==> src/design/lc3b_pkg.sv <==
// Shared types, opcodes and helpers for the LC-3b executor.
`timescale 1ns / 1ps
package lc3b_pkg;

  localparam int REG_COUNT = 8;

  typedef enum logic [1:0] {
    K_WRITE = 2'd0,
    K_READ  = 2'd1,
    K_STEP  = 2'd2,
    K_NOP   = 2'd3
  } kind_t;

  typedef enum logic [2:0] {
    S_CLEAR,
    S_IDLE,
    S_RDATA,
    S_DECODE,
    S_EXEC,
    S_MEM
  } state_t;

  typedef struct packed {
    kind_t       kind;
    logic [14:0] word_addr;
    logic [15:0] write_data;
  } item_t;

  // First member sits in the top bits.
  typedef struct packed {
    logic        illegal;
    logic        halted;
    logic [2:0]  cond_nzp;
    logic [15:0] reg_value;
    logic [2:0]  reg_index;
    logic        reg_written;
    logic [15:0] next_pc;
    logic [15:0] read_data;
  } result_t;

  localparam logic [3:0] OP_BR   = 4'd0;
  localparam logic [3:0] OP_ADD  = 4'd1;
  localparam logic [3:0] OP_LDB  = 4'd2;
  localparam logic [3:0] OP_STB  = 4'd3;
  localparam logic [3:0] OP_JSR  = 4'd4;
  localparam logic [3:0] OP_AND  = 4'd5;
  localparam logic [3:0] OP_LDW  = 4'd6;
  localparam logic [3:0] OP_STW  = 4'd7;
  localparam logic [3:0] OP_RTI  = 4'd8;
  localparam logic [3:0] OP_XOR  = 4'd9;
  localparam logic [3:0] OP_RSV0 = 4'd10;
  localparam logic [3:0] OP_RSV1 = 4'd11;
  localparam logic [3:0] OP_JMP  = 4'd12;
  localparam logic [3:0] OP_SHF  = 4'd13;
  localparam logic [3:0] OP_LEA  = 4'd14;
  localparam logic [3:0] OP_TRAP = 4'd15;

  localparam logic [1:0] SHF_LSHF  = 2'd0;
  localparam logic [1:0] SHF_RSHFL = 2'd1;
  localparam logic [1:0] SHF_KEEP  = 2'd2;
  localparam logic [1:0] SHF_RSHFA = 2'd3;

  localparam logic [2:0] FLAG_N = 3'b100;
  localparam logic [2:0] FLAG_Z = 3'b010;
  localparam logic [2:0] FLAG_P = 3'b001;

  function automatic logic [2:0] flags_of(input logic [15:0] v);
    if (v[15]) return FLAG_N;
    else if (v == 16'h0000) return FLAG_Z;
    else return FLAG_P;
  endfunction

endpackage

==> src/design/lc3b_front.sv <==
// Front end: classifies incoming beats and queues them for the core.
`timescale 1ns / 1ps
module lc3b_front (
  input  logic               clk,
  input  logic               rst,
  input  logic               s_tvalid,
  output logic               s_tready,
  input  logic [31:0]        s_tdata,   // word_addr[14:0], write_data[30:15]
  input  logic [1:0]         s_tuser,   // func[1:0]
  input  logic               hold,      // core busy with memory clear
  output logic               q_valid,
  output lc3b_pkg::item_t    q_item,
  input  logic               q_pop
);
  import lc3b_pkg::*;

  item_t       slots [2];
  logic        wr_ptr;
  logic        rd_ptr;
  logic [1:0]  count;
  logic        push;
  item_t       in_item;

  always_comb begin
    in_item.kind       = kind_t'(s_tuser);
    in_item.word_addr  = s_tdata[14:0];
    in_item.write_data = s_tdata[30:15];
  end

  assign s_tready = (count != 2'd2) && !hold;
  assign push     = s_tvalid && s_tready;
  assign q_valid  = (count != 2'd0);
  assign q_item   = slots[rd_ptr];

  always_ff @(posedge clk) begin
    if (push) slots[wr_ptr] <= in_item;
  end

  always_ff @(posedge clk) begin
    if (rst) begin
      wr_ptr <= 1'b0;
      rd_ptr <= 1'b0;
      count  <= 2'd0;
    end else begin
      if (push) wr_ptr <= ~wr_ptr;
      if (q_pop) rd_ptr <= ~rd_ptr;
      unique case ({push, q_pop})
        2'b10:   count <= count + 2'd1;
        2'b01:   count <= count - 2'd1;
        default: count <= count;
      endcase
    end
  end

endmodule

==> config.mk <==
export PLATFORM = sky130hd
export DESIGN_NAME = lc3b_front
export DESIGN_NICKNAME = d
export VERILOG_FILES = /design/src/design/lc3b_pkg.sv /design/src/design/lc3b_front.sv
export SDC_FILE = /design/constraint.sdc
export NUM_CORES = 1
export LEC_CHECK = 0
export BUFFER_PORTS_ARGS = -buffer_cell sky130_fd_sc_hd__buf_2
export CAP_MARGIN = 20
export CELL_PAD_IN_SITES_DETAIL_PLACEMENT = 1
export CELL_PAD_IN_SITES_GLOBAL_PLACEMENT = 1
export CORE_UTILIZATION = 45
export CTS_CLUSTER_DIAMETER = 50
export DETAILED_ROUTE_END_ITERATION = 7
export PLACE_DENSITY = 0.78
export SLEW_MARGIN = 20
export SYNTH_ARGS = -nofsm -noshare
export SYNTH_HDL_FRONTEND = slang
export SYNTH_SLANG_ARGS = --single-unit
export TNS_END_PERCENT = 10
==> constraint.sdc <==
create_clock -name clk -period 3.9 [get_ports clk]
set_clock_uncertainty 0.1 [all_clocks]
set_input_delay 0.39 -clock clk [delete_from_list [all_inputs] [get_ports clk]]
set_output_delay 0.39 -clock clk [all_outputs]
set_load 0.1 [all_outputs]
==> impl_results.md, run 1 <==
- Status: finished clean
- Drt first pass iters: 4
- Seq/Total Area, Yosys: 0.803
- Routability cong.: 0.706
- WL final: 5010 µm
- Die area: 6070 µm²
- PortBufs: 72
- DRC violations left: 0
- CP top delay family: flip-flops
- Initial Utilization: 0.468
- WS Path Type: reg2out
- Worst setup SP type: flop
- Final Hold Fails: 0
- CTS max path bufs: 2
- Total power: 0.00178 W
- WP data required: ~3400 ps
- Largest net degree at the start of global routing: 23
- Dpl ws: 1500 ps
- Initial antenna violation count: 0
- Setup repair bufs after CTS: 0
- Clock Root Buffer: clkbuf_8
- Distinct cells, synth: 17
- FFs w/ async S/R, synth: 0
- Placed inst area: ~3000 µm²
- Cts bufs inserted: 9
- Crit. End Element: output pin
- Slowest stage delay, CP: 710 ps
- R2r setup slk: 1600 ps
- First-pass GRT wire length: 7720 µm
- Share of cells above drive strength 1: 0.551
- CP arrival: 2130 ps
- Vias: around 1400
- Max-slew violation count: 0
- Wire per inst: 17.5 µm
- Row count: 27
- Top cells by count, synth: 66 x edfxtp_1, 33 x mux2_2, 5 x dfxtp_1, 4 x buf_2, 4 x nor2_1
- Maximum vdd drop: around 0.31 mV
- Worst setup margin: roughly 1300 ps
- Worst-skew pair later-pin latency: 330 ps
- Final hold slack: 147 ps
- Synth top area share: 0.764
- CP Cell Sequence: buf_4 -> mux2_2 -> buf_2
- H-tree depth: 3
- Critical-path maximum fanout: 20
- DIE HEIGHT: 77.9 µm
- Critical Path Slowest Stage Cell: dfxtp_1
- Pwr dens: 558 nW/µm²
- # hold bufs at CTS: 0
- Cell taking the most area after synthesis: edfxtp_1
- FF+latch count, synth: 71
- Worst slew margin: 0.300
- I/O pin count: 74
- Routed Antenna Nets: 0
- Area of the multi-input gates: 487 µm²
- Cell Area, Synth: 2590 µm²
- Clock Pin Slew Worst Setup and Hold Paths: approximately 70 ps
- Post-route cell area: 3190 µm²
- Clock sinks: 71
- Antenna cells: 0
- CTS tree: built
- Fillers: 540
- Final Cycle Share: 0.671
- RSZ-0062 raised after global routing: no
- Synth top area cells: edfxtp_1 76%, mux2_2 14%, dfxtp_1 3.9%
- Main synth FF type: edfxtp_1
- Placeable Area: 5540 µm²
- Post-cts repair resize count: 0
- Tot GR Track Use: 0.180
- Leakage: 1.20 nW
- Syn_area_per_cell: 20.3 µm²
- Most frequent cell after synthesis: edfxtp_1
- YS warnings: 0
- Storage cell area: 2080 µm²
- F_max: 0.382 GHz
- Slew of the pin with the lowest slew margin: 1050 ps
- Mapped Cells: 128
- Area Overhead vs Synth: 23.1%
- Die X: 77.9 µm
- Hold Crit Class: in2reg
- Total grt overflow: 0
- Vias per cell: 4.96
- Dpl hpwl: 3450 µm
- Total negative slack: 0 ps
- Number of synthesized flops with an enable pin: 66
- Final setup violation count: 0
- Max-Cap Viols: 0
- 1st-iter DRT viols: 63
- Vias in the first global route: 1580
- Nets: 250
- Synthesized net count: 168
- Worst Path Buf+Inv: 2
- Final min period: 2620 ps
## routing by layer
layer / track usage / vias up / share of wire
met5: 0 / - / 0
met4: 0.106 / 0 / 0.017
met3: 0.0553 / 8 / 0.053
met2: 0.319 / 41 / 0.55
met1: 0.186 / 713 / 0.38
li1: - / 657 / -
## worst paths after layout
| path | from | to | cells after the start |
|---|---|---|---|
| min reg2reg | count[1] | count[1] | 2 |
| max | flop | q_item[20] | 3 |
| max reg2reg | count[0] | slots[1][17] | 4 |
| min | s_tdata[29] | slots[0][14] | 1 |
## sequential cells by signal, indices dropped and copies added, names as in the netlist, named ones only
name,cells
count,2
rd_ptr,1
slots,66
wr_ptr,1
## metrics by stage
stage,cells,util
finish,286,0.576
global route,286,0.576
CTS,286,0.576
detailed placement,271,0.550
global placement,271,0.550
floorplan,128,-
## worst reg2reg max path: stages, from the launching register on
cell and delay, ps:
dfxtp_1 400, nor2b_1 100, nor2_1 150, and3_1 880, buf_4 370
## cell type report
type	instances	area share
clock buffer	12	0.0423
tap	72	0.0282
clock inverter	3	0.00353
timing repair buffer	75	0.120
sequential	71	0.652
multi-input combinational	52	0.152
inverter	1	0.00118
## cell usage in the layout (no fill, tap or decap), drive strengths merged
cell type,n
buf,75
edfxtp,66
mux2,33
clkbuf,12
dfxtp,5
nor2,4
clkinv,3
or3,2
xnor2,2
o21ai,2
a21oi,2
nor2b,1
and3,1
or2,1
nand2,1
nand2b,1
inv,1
xor2,1
ha,1
## kinds of logic (layout without fill, tap and decap cells)
group | after synthesis | after routing | share of synthesized area
AO/OA/AOI/OAI | 4 | 4 | 0.00772
XOR/XNOR | 3 | 3 | 0.0101
adder cells (fa/ha/maj) | 1 | 1 | 0.00483
buffers and inverters | 5 | 91 | 0.00917
flip-flops | 71 | 71 | 0.803
multiplexers | 33 | 33 | 0.143
AND/OR/NAND/NOR | 11 | 11 | 0.0217
## report_power, final
part	switching, W	internal, W	leakage, nW
clock network	0.000235	0.000222	0.0730
registers	0.0000176	0.000874	0.646
logic	0.000348	0.0000856	0.480
(Power assumes the default switching activity.)
==> inputs of run 2 (changes only) <==
--- a/config.mk
+++ b/config.mk
@@ -9,10 +9,10 @@
 export CAP_MARGIN = 20
 export CELL_PAD_IN_SITES_DETAIL_PLACEMENT = 1
 export CELL_PAD_IN_SITES_GLOBAL_PLACEMENT = 1
-export CORE_UTILIZATION = 45
+export CORE_UTILIZATION = 42
 export CTS_CLUSTER_DIAMETER = 50
 export DETAILED_ROUTE_END_ITERATION = 7
-export PLACE_DENSITY = 0.78
+export PLACE_DENSITY = 0.73
 export SLEW_MARGIN = 20
 export SYNTH_ARGS = -nofsm -noshare
 export SYNTH_HDL_FRONTEND = slang
==> constraint.sdc (replaced) <==
create_clock -name clk -period 2.7 [get_ports clk]
set_clock_uncertainty 0.1 [all_clocks]
set_input_delay 0.27 -clock clk [delete_from_list [all_inputs] [get_ports clk]]
set_output_delay 0.27 -clock clk [all_outputs]
set_load 0.1 [all_outputs]
==> run 2 against run 1 <==
Against the previous run: clock power grew 70%; largest cell class unchanged; critical endpoint is now q_item[4]; die area grew 7.0%; total power rose by 61%.
==> impl_results.md, run 2 (synthesized netlist as in run 1, its figures left out) <==
- Status: finished clean (unchanged)
- Final setup violation count: 0 (unchanged)
- Tot GR Track Use: 0.177 (was 0.180)
- Die area: 6490 µm² (was 6070 µm²)
- Storage cell area: 2080 µm² (unchanged)
- Maximum vdd drop: 0.445 mV (was 0.308 mV)
- Initial Utilization: 0.438 (was 0.468)
- Final core utilization: 0.631 (was 0.576)
- Share of cells above drive strength 1: 0.574 (was 0.551)
- Fillers: 529 (was 540)
- Row count: 28 (was 27)
- Leakage: 1.40 nW (was 1.20 nW)
- Hold EP: slots[1][24] (was slots[0][14])
- WS Path Type: reg2out (unchanged)
- Final Hold Fails: 0 (unchanged)
- Wire per inst: 18.1 µm (was 17.5 µm)
- Largest regs: slots x66, count x2 (unchanged)
- Critical R2R Launch: count[0] (unchanged)
- Nets: 251 (was 250)
- Worst r2r path cells: 3 (was 4)
- Most flops, register: slots (unchanged)
- Crit. End Element: output pin (unchanged)
- Final min period: between 1500 and 2000 ps
- Clock sinks: 71 (unchanged)
- Max-slew violation count: 0 (unchanged)
- I/O pin count: 74 (unchanged)
- Die X: 80.6 µm (was 77.9 µm)
- Hold Crit Class: in2reg (unchanged)
- Setup repair bufs after CTS: 0 (unchanged)
- First-pass GRT wire length: 7900 µm (was 7720 µm)
- Pwr dens: 770 nW/µm² (was 558 nW/µm²)
- FF-to-FF End: slots[1][5] (was slots[1][17])
- Worst slew margin: 0.465 (was 0.300)
- H-tree depth: 3 (unchanged)
- Cts bufs inserted: 9 (unchanged)
- Number of flip-flops in the largest register: 66 (unchanged)
- Hold depth: 1 (unchanged)
- Dpl hpwl: 3780 µm (was 3450 µm)
- Dpl ws: 784 ps (was 1500 ps)
- WP data required: 2330 ps (was 3410 ps)
- CTS tree: built (unchanged)
- Worst Hold Launch: s_tdata[8] (was s_tdata[29])
- Clock Pin Slew Worst Setup and Hold Paths: 70 ps (about the same)
- Initial antenna violation count: 0 (unchanged)
- PortBufs: 72 (unchanged)
- Largest net degree at the start of global routing: 34 (was 23)
- CP arrival: 1540 ps (was 2130 ps)
- Vias in the first global route: 1520 (was 1580)
- Vias per cell: 4.88 (was 4.96)
- 1st-iter DRT viols: 49 (was 63)
- Worst-skew pair later-pin latency: 320 ps (was 330 ps)
- Worst setup margin: 794 ps (was 1280 ps)
- Placeable Area: 5920 µm² (was 5540 µm²)
- Drt first pass iters: 4 (unchanged)
- Antenna cells: 0 (unchanged)
- Routability cong.: 0.689 (was 0.706)
- Critical-path maximum fanout: 20 (unchanged)
- Max-Cap Viols: 0 (unchanged)
- Routed Antenna Nets: 0 (unchanged)
- Total negative slack: 0 ps (unchanged)
- Area Overhead vs Synth: 44.1% (was 23.1%)
- WL final: 5260 µm (was 5010 µm)
- DIE HEIGHT: 80.6 µm (was 77.9 µm)
- Most common cell after layout, fill and taps aside: edfxtp_1 (was buf_2)
- F_max: 0.525 GHz
- # hold bufs at CTS: 0 (unchanged)
- DRC violations left: 0 (unchanged)
- Worst setup SP type: flop (unchanged)
- Most frequent cells in the layout: 66 x edfxtp_1, 39 x buf_2, 33 x mux2_2, 33 x buf_12, 9 x clkbuf_8 (was 72 x buf_2, 66 x edfxtp_1, 33 x mux2_2)
- Area of the multi-input gates: 490 µm² (was 487 µm²)
- CTS max path bufs: 2 (unchanged)
- RSZ-0062 raised after global routing: no (unchanged)
- Total grt overflow: 0 (unchanged)
- Final Cycle Share: 0.706
- R2r setup slk: 800 ps (was 1600 ps)
- Vias: 1421 (was 1419)
- Clock Root Buffer: clkbuf_8 (unchanged)
- Slew of the pin with the lowest slew margin: 802 ps (was 1050 ps)
- Post-cts repair resize count: 0 (unchanged)
==> run 2: cell types whose count changed in the layout (fill, tap and decap cells not counted), sizes merged <==
cell    previous run  this run
clkbuf            12        10
clkinv             3         5
buf               75        76
bufinv             0         1
==> run 2: worst max path at each step <==
stage | cells after the start | start | slack, ps | end
after floorplan | 3 | count[0] | 260 | slots[1][0]
after global placement | 3 | count[0] | 920 | slots[1][3]
after detailed placement | 3 | count[0] | 780 | slots[1][6]
after CTS | 3 | count[0] | 760 | slots[1][7]
after global routing | 3 | count[0] | 680 | slots[1][7]
final | 3 | flop | 790 | q_item[4]
==> run 2: layer usage <==
metal	track usage	share of wire	up-vias
met5	0	0	-
met4	0.0821	0.019	0
met3	0.0420	0.037	10
met2	0.335	0.58	41
met1	0.182	0.37	714
li1	-	-	656
==> run 2: power breakdown <==
| part | internal (W) | switching, W | leakage (nW) |
|---|---|---|---|
| registers | 0.00126 | 0.0000180 | 0.646 |
| clock network | 0.000415 | 0.000362 | 0.0925 |
| logic | 0.000279 | 0.000542 | 0.665 |
| total | 0.00195 | 0.000921 | 1.40 |
==> run 2: area by class of cell <==
class | count | share of cell area
clock buffers | 10 | 0.0342
clock inverters | 6 | 0.0137
multi-input cells | 52 | 0.131
well taps | 75 | 0.0251
repair buffers | 76 | 0.237
inverters | 1 | 0.00101
flip-flops and latches | 71 | 0.557
==> run 2: metrics by stage <==
step                      total power, W  hold WS (ps)  cell area, µm²  instances
after CTS                        0.00291          13.0            3730        291
after detailed placement         0.00213           364            3560        275
after global routing             0.00297          13.1            3730        291
final                            0.00288          32.4            3730        291
after global placement           0.00211           359            3560        275
after floorplan                  0.00183           239            2600        128
==> run 2: worst max-delay path, cell delays in order (launching register included) <==
cell and delay (ps):
dfxtp_1 330, buf_4 280, mux2_2 410, buf_12 170
